===== config.mk =====
export PLATFORM = sky130hd
export DESIGN_NAME = first_fit_line_allocator
export DESIGN_NICKNAME = d
export VERILOG_FILES = /design/src/hw/rtl/ffla_pkg.sv /design/src/hw/rtl/ffla_ctrl.sv /design/src/hw/rtl/ffla_dp.sv /design/src/hw/rtl/first_fit_line_allocator.sv
export SDC_FILE = /design/constraint.sdc
export NUM_CORES = 2
export LEC_CHECK = 0
export CORE_MARGIN = 5
export CORE_UTILIZATION = 45
export CTS_CLUSTER_SIZE = 16
export DETAILED_ROUTE_END_ITERATION = 6
export DONT_BUFFER_PORTS = 1
export PLACE_DENSITY = 0.57
export SLEW_MARGIN = 10
export SYNTH_ARGS = -nofsm -noshare
export SYNTH_HDL_FRONTEND = slang
export SYNTH_SLANG_ARGS = --single-unit
export TNS_END_PERCENT = 5

===== constraint.sdc =====
create_clock -name clock -period 40.4 [get_ports clock]
set_input_delay 0 -clock clock [delete_from_list [all_inputs] [get_ports clock]]
set_output_delay 0 -clock clock [all_outputs]
set_load 0.01 [all_outputs]

===== src/hw/rtl/ffla_pkg.sv =====
// Shared widths, codes and controller/datapath interface types for the line allocator.
package ffla_pkg;

   // Default number of line slots
   localparam int SLOT_COUNT_DEF = 1024;

   // Field widths
   localparam int START_W = 10;
   localparam int COUNT_W = 11;
   localparam int PN_W    = 16;

   // Stream widths
   localparam int REQ_TDATA_W  = 24;
   localparam int REQ_TUSER_W  = 1;
   localparam int RSP_FIELDS_W = 1 + START_W + PN_W;
   localparam int RSP_TDATA_W  = 32;

   // Operation codes
   localparam logic OP_ALLOC = 1'b0;
   localparam logic OP_FREE  = 1'b1;

   // Commands from the controller to the datapath
   typedef struct packed {
      logic capture;    // latch the request fields
      logic set_ok;     // mark the current item as successful
      logic scan_init;  // reset scan pointer and run tracking
      logic scan_run;   // read next slot, evaluate previous one
      logic mark_init;  // load write pointer with the found run
      logic free_init;  // load write pointer with the free range
      logic write_run;  // write one slot, advance pointer
      logic rsp_load;   // load the result register
   } cmd_type;

   // Status from the datapath to the controller
   typedef struct packed {
      logic op_alloc;     // captured item is an allocate
      logic alloc_cnt_ok; // allocate count in range
      logic free_rng_ok;  // free range inside the map
      logic found;        // scan hit a long enough free run
      logic scan_end;     // last slot evaluated
      logic write_last;   // final write of a run or clear pass
      logic rsp_busy;     // result register still occupied
   } sts_type;

endpackage


===== src/hw/rtl/ffla_ctrl.sv =====
// Sequencing state machine for the line allocator.
module ffla_ctrl (
   input  logic             clock,
   input  logic             reset,
   input  logic             req_tvalid,
   output logic             req_tready,
   input  ffla_pkg::sts_type sts,
   output ffla_pkg::cmd_type cmd
);
   import ffla_pkg::*;

   typedef enum logic [5:0] {
      ST_CLEAR = 6'b000001,
      ST_IDLE  = 6'b000010,
      ST_CHECK = 6'b000100,
      ST_SCAN  = 6'b001000,
      ST_WRITE = 6'b010000,
      ST_DONE  = 6'b100000
   } state_type;

   state_type state_ff;
   state_type state_in;

   // State register
   always_ff @(posedge clock) begin
      if (reset) begin
         state_ff <= ST_CLEAR;
      end else begin
         state_ff <= state_in;
      end
   end

   // Next state and command decode
   always_comb begin
      state_in   = state_ff;
      cmd        = '0;
      req_tready = 1'b0;
      unique case (state_ff)
         ST_CLEAR: begin
            cmd.write_run = 1'b1;
            if (sts.write_last) begin
               state_in = ST_IDLE;
            end
         end
         ST_IDLE: begin
            req_tready = 1'b1;
            if (req_tvalid) begin
               cmd.capture = 1'b1;
               state_in    = ST_CHECK;
            end
         end
         ST_CHECK: begin
            if (sts.op_alloc) begin
               if (sts.alloc_cnt_ok) begin
                  cmd.scan_init = 1'b1;
                  state_in      = ST_SCAN;
               end else begin
                  state_in = ST_DONE;
               end
            end else if (sts.free_rng_ok) begin
               cmd.free_init = 1'b1;
               cmd.set_ok    = 1'b1;
               state_in      = ST_WRITE;
            end else begin
               state_in = ST_DONE;
            end
         end
         ST_SCAN: begin
            cmd.scan_run = 1'b1;
            if (sts.found) begin
               cmd.mark_init = 1'b1;
               cmd.set_ok    = 1'b1;
               state_in      = ST_WRITE;
            end else if (sts.scan_end) begin
               state_in = ST_DONE;
            end
         end
         ST_WRITE: begin
            cmd.write_run = 1'b1;
            if (sts.write_last) begin
               state_in = ST_DONE;
            end
         end
         ST_DONE: begin
            if (!sts.rsp_busy) begin
               cmd.rsp_load = 1'b1;
               state_in     = ST_IDLE;
            end
         end
         default: begin
            state_in = ST_CLEAR;
         end
      endcase
   end

endmodule


===== src/hw/rtl/ffla_dp.sv =====
// Datapath: slot map memory, scan and write pointers, process counter, result register.
module ffla_dp #(
   parameter int SLOT_COUNT = ffla_pkg::SLOT_COUNT_DEF
) (
   input  logic                               clock,
   input  logic                               reset,
   input  ffla_pkg::cmd_type                  cmd,
   output ffla_pkg::sts_type                  sts,
   input  logic [ffla_pkg::REQ_TDATA_W-1:0]   req_tdata,
   input  logic [ffla_pkg::REQ_TUSER_W-1:0]   req_tuser,
   output logic                               rsp_tvalid,
   input  logic                               rsp_tready,
   output logic [ffla_pkg::RSP_TDATA_W-1:0]   rsp_tdata
);
   import ffla_pkg::*;

   localparam int IDX_W = (SLOT_COUNT > 1) ? $clog2(SLOT_COUNT) : 1;
   localparam int CNT_W = $clog2(SLOT_COUNT + 1);
   // compare width: holds start + count and the slot total
   localparam int CW    = (CNT_W > START_W + 2) ? CNT_W : START_W + 2;
   localparam int EW    = (IDX_W > START_W) ? IDX_W : START_W;

   // Captured request
   logic               op_ff;
   logic [START_W-1:0] start_ff;
   logic [COUNT_W-1:0] cnt_ff;
   logic               ok_ff;

   // Scan state
   logic [IDX_W-1:0]   rd_ptr_ff;
   logic               chk_vld_ff;
   logic [IDX_W-1:0]   chk_idx_ff;
   logic               rdata_ff;
   logic [CNT_W-1:0]   run_len_ff;
   logic [IDX_W-1:0]   run_begin_ff;

   // Write state
   logic [IDX_W-1:0]   wr_ptr_ff;
   logic [CNT_W-1:0]   rem_ff;
   logic               wr_val_ff;

   // Process counter and result
   logic [PN_W-1:0]        next_pn_ff;
   logic                   rsp_tvalid_ff;
   logic [RSP_TDATA_W-1:0] rsp_data_ff;

   logic slot_used_mem [SLOT_COUNT];

   // Derived values
   logic [CW-1:0]          cnt_ext;
   logic [CW-1:0]          start_ext;
   logic [CW-1:0]          limit;
   logic [CNT_W-1:0]       cnt_trunc;
   logic [CNT_W-1:0]       run_len_inc;
   logic                   slot_free;
   logic                   found;
   logic [IDX_W-1:0]       found_start;
   logic                   alloc_ok;
   logic [EW-1:0]          run_begin_ext;
   logic [START_W-1:0]     start_field;
   logic [PN_W-1:0]        pn_field;
   logic [RSP_TDATA_W-1:0] rsp_next;

   always_comb begin
      cnt_ext       = CW'(cnt_ff);
      start_ext     = CW'(start_ff);
      limit         = CW'(SLOT_COUNT);
      cnt_trunc     = cnt_ext[CNT_W-1:0];
      run_len_inc   = run_len_ff + 1'b1;
      slot_free     = !rdata_ff;
      found         = chk_vld_ff && slot_free && (CW'(run_len_inc) == cnt_ext);
      found_start   = (run_len_ff == '0) ? chk_idx_ff : run_begin_ff;
      alloc_ok      = (op_ff == OP_ALLOC) && ok_ff;
      run_begin_ext = EW'(run_begin_ff);
      start_field   = alloc_ok ? run_begin_ext[START_W-1:0] : '0;
      pn_field      = alloc_ok ? next_pn_ff : '0;
      rsp_next      = {{(RSP_TDATA_W - RSP_FIELDS_W){1'b0}}, pn_field, start_field, ok_ff};
   end

   // Status to the controller
   always_comb begin
      sts.op_alloc     = (op_ff == OP_ALLOC);
      sts.alloc_cnt_ok = (cnt_ext != '0) && (cnt_ext <= limit);
      sts.free_rng_ok  = (cnt_ext != '0) && ((start_ext + cnt_ext) <= limit);
      sts.found        = found;
      sts.scan_end     = chk_vld_ff && (chk_idx_ff == IDX_W'(SLOT_COUNT - 1));
      sts.write_last   = (rem_ff == CNT_W'(1));
      sts.rsp_busy     = rsp_tvalid_ff && !rsp_tready;
   end

   // Request capture and success flag
   always_ff @(posedge clock) begin
      if (cmd.capture) begin
         op_ff    <= req_tuser[0];
         start_ff <= req_tdata[START_W-1:0];
         cnt_ff   <= req_tdata[START_W +: COUNT_W];
         ok_ff    <= 1'b0;
      end else if (cmd.set_ok) begin
         ok_ff <= 1'b1;
      end
   end

   // Slot map: one write port, one registered read port
   always_ff @(posedge clock) begin
      if (cmd.write_run) begin
         slot_used_mem[wr_ptr_ff] <= wr_val_ff;
      end
      rdata_ff <= slot_used_mem[rd_ptr_ff];
   end

   // Scan pointer; the slot read is registered, so each slot is evaluated in the cycle after its read
   always_ff @(posedge clock) begin
      if (reset) begin
         chk_vld_ff <= 1'b0;
      end else if (cmd.scan_init) begin
         chk_vld_ff <= 1'b0;
      end else begin
         chk_vld_ff <= cmd.scan_run;
      end
   end

   always_ff @(posedge clock) begin
      if (cmd.scan_init) begin
         rd_ptr_ff  <= '0;
         run_len_ff <= '0;
      end else if (cmd.scan_run) begin
         chk_idx_ff <= rd_ptr_ff;
         if (rd_ptr_ff != IDX_W'(SLOT_COUNT - 1)) begin
            rd_ptr_ff <= rd_ptr_ff + 1'b1;
         end
         if (chk_vld_ff) begin
            if (slot_free) begin
               if (run_len_ff == '0) begin
                  run_begin_ff <= chk_idx_ff;
               end
               run_len_ff <= run_len_inc;
            end else begin
               run_len_ff <= '0;
            end
         end
      end
   end

   // Write pointer: clear pass after reset, run marking, range freeing
   always_ff @(posedge clock) begin
      if (reset) begin
         wr_ptr_ff <= '0;
         rem_ff    <= CNT_W'(SLOT_COUNT);
         wr_val_ff <= 1'b0;
      end else if (cmd.mark_init) begin
         wr_ptr_ff <= found_start;
         rem_ff    <= cnt_trunc;
         wr_val_ff <= 1'b1;
      end else if (cmd.free_init) begin
         wr_ptr_ff <= start_ext[IDX_W-1:0];
         rem_ff    <= cnt_trunc;
         wr_val_ff <= 1'b0;
      end else if (cmd.write_run) begin
         wr_ptr_ff <= wr_ptr_ff + 1'b1;
         rem_ff    <= rem_ff - 1'b1;
      end
   end

   // Process number counter
   always_ff @(posedge clock) begin
      if (reset) begin
         next_pn_ff <= '0;
      end else if (cmd.rsp_load && alloc_ok) begin
         next_pn_ff <= next_pn_ff + 1'b1;
      end
   end

   // Result register
   always_ff @(posedge clock) begin
      if (reset) begin
         rsp_tvalid_ff <= 1'b0;
      end else if (cmd.rsp_load) begin
         rsp_tvalid_ff <= 1'b1;
      end else if (rsp_tready) begin
         rsp_tvalid_ff <= 1'b0;
      end
   end

   always_ff @(posedge clock) begin
      if (cmd.rsp_load) begin
         rsp_data_ff <= rsp_next;
      end
   end

   assign rsp_tvalid = rsp_tvalid_ff;
   assign rsp_tdata  = rsp_data_ff;

`ifndef SYNTHESIS
   a_scan_no_write: assert property (@(posedge clock) disable iff (reset)
      cmd.scan_run |-> !cmd.write_run)
      else $error("slot map written during a scan");

   a_run_fits: assert property (@(posedge clock) disable iff (reset)
      cmd.mark_init |-> ((CW'(found_start) + cnt_ext) <= limit))
      else $error("found run extends past the slot map");

   a_pn_step: assert property (@(posedge clock) disable iff (reset)
      (cmd.rsp_load && alloc_ok) |=> (next_pn_ff == $past(next_pn_ff) + 1'b1))
      else $error("process number did not advance on allocation");
`endif

endmodule


===== src/hw/rtl/first_fit_line_allocator.sv =====
// An allocate scans the slot map for the first long enough free run, then marks it;
// a free clears its range; a rejected count or range goes straight to the result;
// an allocate with no free run scans the whole map before its result.
// Throughput: one item at a time, bounded by the slot map scan and fill.
// The result register lets the next item start while a result waits for rsp_tready.
// Reset: synchronous; a clearing pass zeroes every slot of the map first.
module first_fit_line_allocator #(
   parameter int SLOT_COUNT = ffla_pkg::SLOT_COUNT_DEF
) (
   input  logic                              clock,
   input  logic                              reset,
   input  logic                              req_tvalid,
   output logic                              req_tready,
   // [9:0] start_slot, [20:10] slot_count, [23:21] zero
   input  logic [ffla_pkg::REQ_TDATA_W-1:0]  req_tdata,
   // [0] operation
   input  logic [ffla_pkg::REQ_TUSER_W-1:0]  req_tuser,
   output logic                              rsp_tvalid,
   input  logic                              rsp_tready,
   // [0] ok, [10:1] run_start, [26:11] process_number, [31:27] zero
   output logic [ffla_pkg::RSP_TDATA_W-1:0]  rsp_tdata
);
   import ffla_pkg::*;

   cmd_type cmd;
   sts_type sts;

   // Sequencer
   ffla_ctrl u_ctrl (
      .clock      (clock),
      .reset      (reset),
      .req_tvalid (req_tvalid),
      .req_tready (req_tready),
      .sts        (sts),
      .cmd        (cmd)
   );

   // Slot map and result path
   ffla_dp #(
      .SLOT_COUNT (SLOT_COUNT)
   ) u_dp (
      .clock      (clock),
      .reset      (reset),
      .cmd        (cmd),
      .sts        (sts),
      .req_tdata  (req_tdata),
      .req_tuser  (req_tuser),
      .rsp_tvalid (rsp_tvalid),
      .rsp_tready (rsp_tready),
      .rsp_tdata  (rsp_tdata)
   );

endmodule


==> impl_metrics.yaml <==
clocking:
  cts_tree: "yes"
  clock-root-buffer: "clkbuf_16"
  cts_setup_buffers: 0
  cts.path.max_buffers: 3
  insertion_delay_ns: 0.71
  cts_num_sinks: 1162
  cts_htree_levels: 3
  cts_buffers: 120
  cts_hold_buffers: 50
  clk_pin_slew_ns: 0.06
  cts_resized: 0
placed_design:
  gp_congestion: 0.7872
  place_hpwl_microns: 71210
  place_area_sq_um: 52310
  port_buffers: 0
power:
  power.total_mw: 2.731
  power_density_nw_per_um2: 48.24
  power.leakage_nw: 16.98
  vdd_drop_max_v: 0.00004418
layout:
  layout_common_cells: "nor2_1 (1101), edfxtp_1 (1093), mux4_2 (251), clkbuf_16 (121), nand2_1 (97)"
  drive_gt1_share_pct: 15.39
  regArea_sq_um: 34220
  fin_nets: 3646
  n_antenna_cell: 0
  area_delta_synth_final_pct: 10.49
  final_core_util_pct: 50.19
  stdcell_area_sq_um: 56620
  mostFrequentLayoutCell: "nor2_1"
  fillers: 9681
  multi_input_area_sq_um: 15630
setup_path:
  critical_path.startpoint: "u_dp.rd_ptr_ff[0]$_SDFFE_PP0P_"
  required_ns: 40.90
  r2r-end: "u_dp.rdata_ff$_DFF_P_"
  r2r_slack_ns: 35.22
  path_class: "reg2reg"
  endpoint: "u_dp.rdata_ff$_DFF_P_"
  cp_max_fo: 46
  critPathCaptureType: "register"
  arrival_ns: 5.69
  r2r-start: "u_dp.rd_ptr_ff[0]$_SDFFE_PP0P_"
  r2r_cells: 10
  crit_path_start_kind: "register"
routing:
  viasPerCell: 5.933
  num_vias: 30830
  wl_per_cell_microns: 26.70
  drtAntennaViolNets: 0
  drc: 0
  drt-initial-drc-count: 3690
  drt_first_pass_iters: 7
  wl_microns: 138700
sta:
  rsz0062_at_grt: "false"
  fin_crit_sh_pct: 12.82
  max_freq_mhz: 193.0
  fin_skew_ns: 0.02662
  drv_slew: 0
  period_minus_slack_ns: 5.181
  setup_viol: 0
  tns_ns: 0
  whs_ns: 0.1229
  finalHoldViolCount: 0
  worstMarginPinSlew_ns: 1.370
  max_slew_margin_pct: 8.659
floorplan:
  start_util_pct: 45.42
  fp.dieW_microns: 347.4
  ios: 63
  dieArea_sq_um: 120700
  row_count: 123
  core_sq_um: 112800
  die-height_microns: 347.4
logic_synthesis:
  synthFlopType: "edfxtp_1"
  ys_types: 84
  syn_avg_cell_area_sq_um: 13.86
  yosys_warnings: 0
  synth_edf_count: 1093
  ys_seq_area_share_pct: 66.75
  synth_area_sq_um: 51240
  synthCells: 3697
  ys_seq_elements: 1162
  synthArstFlopShare_pct: 0
run_status:
  status: "finished, final reports clean"
hold_path:
  hp-start: "rsp_tready"
  hp-class: "in2reg"
job:
  cap_violations: 0
global_routing:
  grt_pass1_wl_microns: 202000
  grt_max_degree: 290
  grt_antenna_before_repair: 4
  grt_use_total_pct: 22.59
  grt_overflow: 0
  grt_pass1_vias: 30010
-- report_power, final --
| part | total, mW | internal, mW | switching (mW) |
|---|---|---|---|
| registers | 1.34 | 1.31 | 0.0237 |
| logic | 0.316 | 0.0789 | 0.237 |
| clock network | 1.08 | 0.613 | 0.465 |
-- layer usage --
layer / vias to the layer above / track usage [%] / share of wire (%)
li1: 13400 / - / -
met1: 16060 / 31.50 / 42
met2: 1111 / 36.75 / 48
met3: 256 / 4.029 / 7.3
met4: 2 / 6.680 / 3.2
met5: - / 0 / 0.0094
-- worst min path at each step --
stage	endpoint	slack [ns]	depth (start not counted)
floorplan	u_dp.cnt_ff[0]$_DFFE_PP_	0.1	0
global route	u_dp.rsp_tvalid$_SDFFE_PP0P_	0.12	4
detailed placement	u_dp.wr_val_ff$_SDFFE_PP0P_	0.08	1
CTS	u_dp.rsp_tvalid$_SDFFE_PP0P_	0.06	4
finish	u_dp.rsp_tvalid$_SDFFE_PP0P_	0.12	4
global placement	u_dp.wr_val_ff$_SDFFE_PP0P_	0.07	1
-- area by class of cell --
| cell class | instances | area share (%) |
|---|---|---|
| Sequential cell | 1162 | 60.45 |
| Multi-Input combinational cell | 2180 | 27.61 |
| Clock buffer | 160 | 5.660 |
| Tap cell | 1500 | 3.315 |
| Timing Repair Buffer | 109 | 1.772 |
| Clock inverter | 63 | 1.039 |
| Inverter | 23 | 0.1525 |
-- worst max-delay path, cell delays in order (launching register included) --
cell and delay, ns:
dfxtp_4 0.85, buf_4 0.73, buf_4 0.86, mux4_2 0.61, nor2b_1 0.15, a211oi_1 0.26
a21oi_1 0.16, o221ai_1 0.30, o21ai_0 0.18, a41oi_1 0.47, o32ai_1 0.34
-- flip-flops by register name, indices dropped and copies added (netlist names), 6 cells and up --
| register | count |
|---|---|
| u_ctrl.state_ff | 6 |
| u_dp.chk_idx_ff | 10 |
| u_dp.cnt_ff | 11 |
| u_dp.next_pn_ff | 16 |
| u_dp.rd_ptr_ff | 10 |
| u_dp.rem_ff | 11 |
| u_dp.rsp_tdata | 27 |
| u_dp.run_begin_ext | 10 |
| u_dp.run_len_ff | 11 |
| u_dp.slot_used_mem | 1024 |
| u_dp.start_ff | 10 |
| u_dp.wr_ptr_ff | 10 |
-- stage by stage --
stage,setup WS (ns),std cells
after floorplan,24.84,3701
after global placement,35.21,4924
after detailed placement,35.16,4924
after CTS,35.15,5197
after global routing,34.86,5197
final,35.22,5197
-- cell usage after synthesis (5+ instances only) --
cell / number / area, sq um
a211oi_1: 18 / 135.1
o22ai_1: 14 / 87.58
edfxtp_1: 1093 / 32820
or2_2: 5 / 31.28
nand3_1: 38 / 190.2
o221ai_1: 14 / 122.6
nand2_1: 128 / 480.5
xnor2_1: 17 / 148.9
buf_4: 28 / 210.2
or3_1: 16 / 100.1
nor3b_1: 11 / 82.58
a221oi_1: 6 / 52.55
inv_1: 23 / 86.33
o221a_1: 8 / 90.09
nor4_1: 7 / 43.79
buf_6: 12 / 135.1
xor2_1: 29 / 254.0
nand3b_1: 9 / 67.56
o21ai_1: 10 / 50.05
mux2i_1: 72 / 720.7
nor2b_1: 17 / 106.4
a21o_1: 9 / 67.56
buf_1: 12 / 45.04
ha_1: 20 / 250.2
nor2_1: 1103 / 4140
clkbuf_1: 253 / 949.7
o21ai_0: 49 / 245.2
or4_1: 7 / 52.55
nor3_1: 37 / 185.2
and2_1: 35 / 219.0
mux4_2: 251 / 5653
mux2_2: 29 / 326.6
dfxtp_1: 69 / 1381
and3_1: 18 / 112.6
buf_2: 30 / 150.1
nand2b_1: 11 / 68.82
o211ai_1: 12 / 90.09
nand4_1: 16 / 100.1
a31oi_1: 21 / 131.4
a21oi_1: 69 / 345.3
-- kinds of logic (layout without fill, tap and decap cells) --
kind of cell / after synthesis / in the layout / share of synthesized area [%]
muxes: 352 / 352 / 13.08
xor gates and xnor gates: 46 / 46 / 0.7862
other: 1 / 5 / 0.007318
AOI/OAI and AO/OA: 276 / 276 / 3.668
and+or+nand+nor: 1480 / 1480 / 12.08
adders and majority gates: 21 / 21 / 0.5274
buffers and inverters: 359 / 355 / 3.106
DFF: 1162 / 1162 / 66.75
Note: power is estimated with default switching activity, not from simulation.
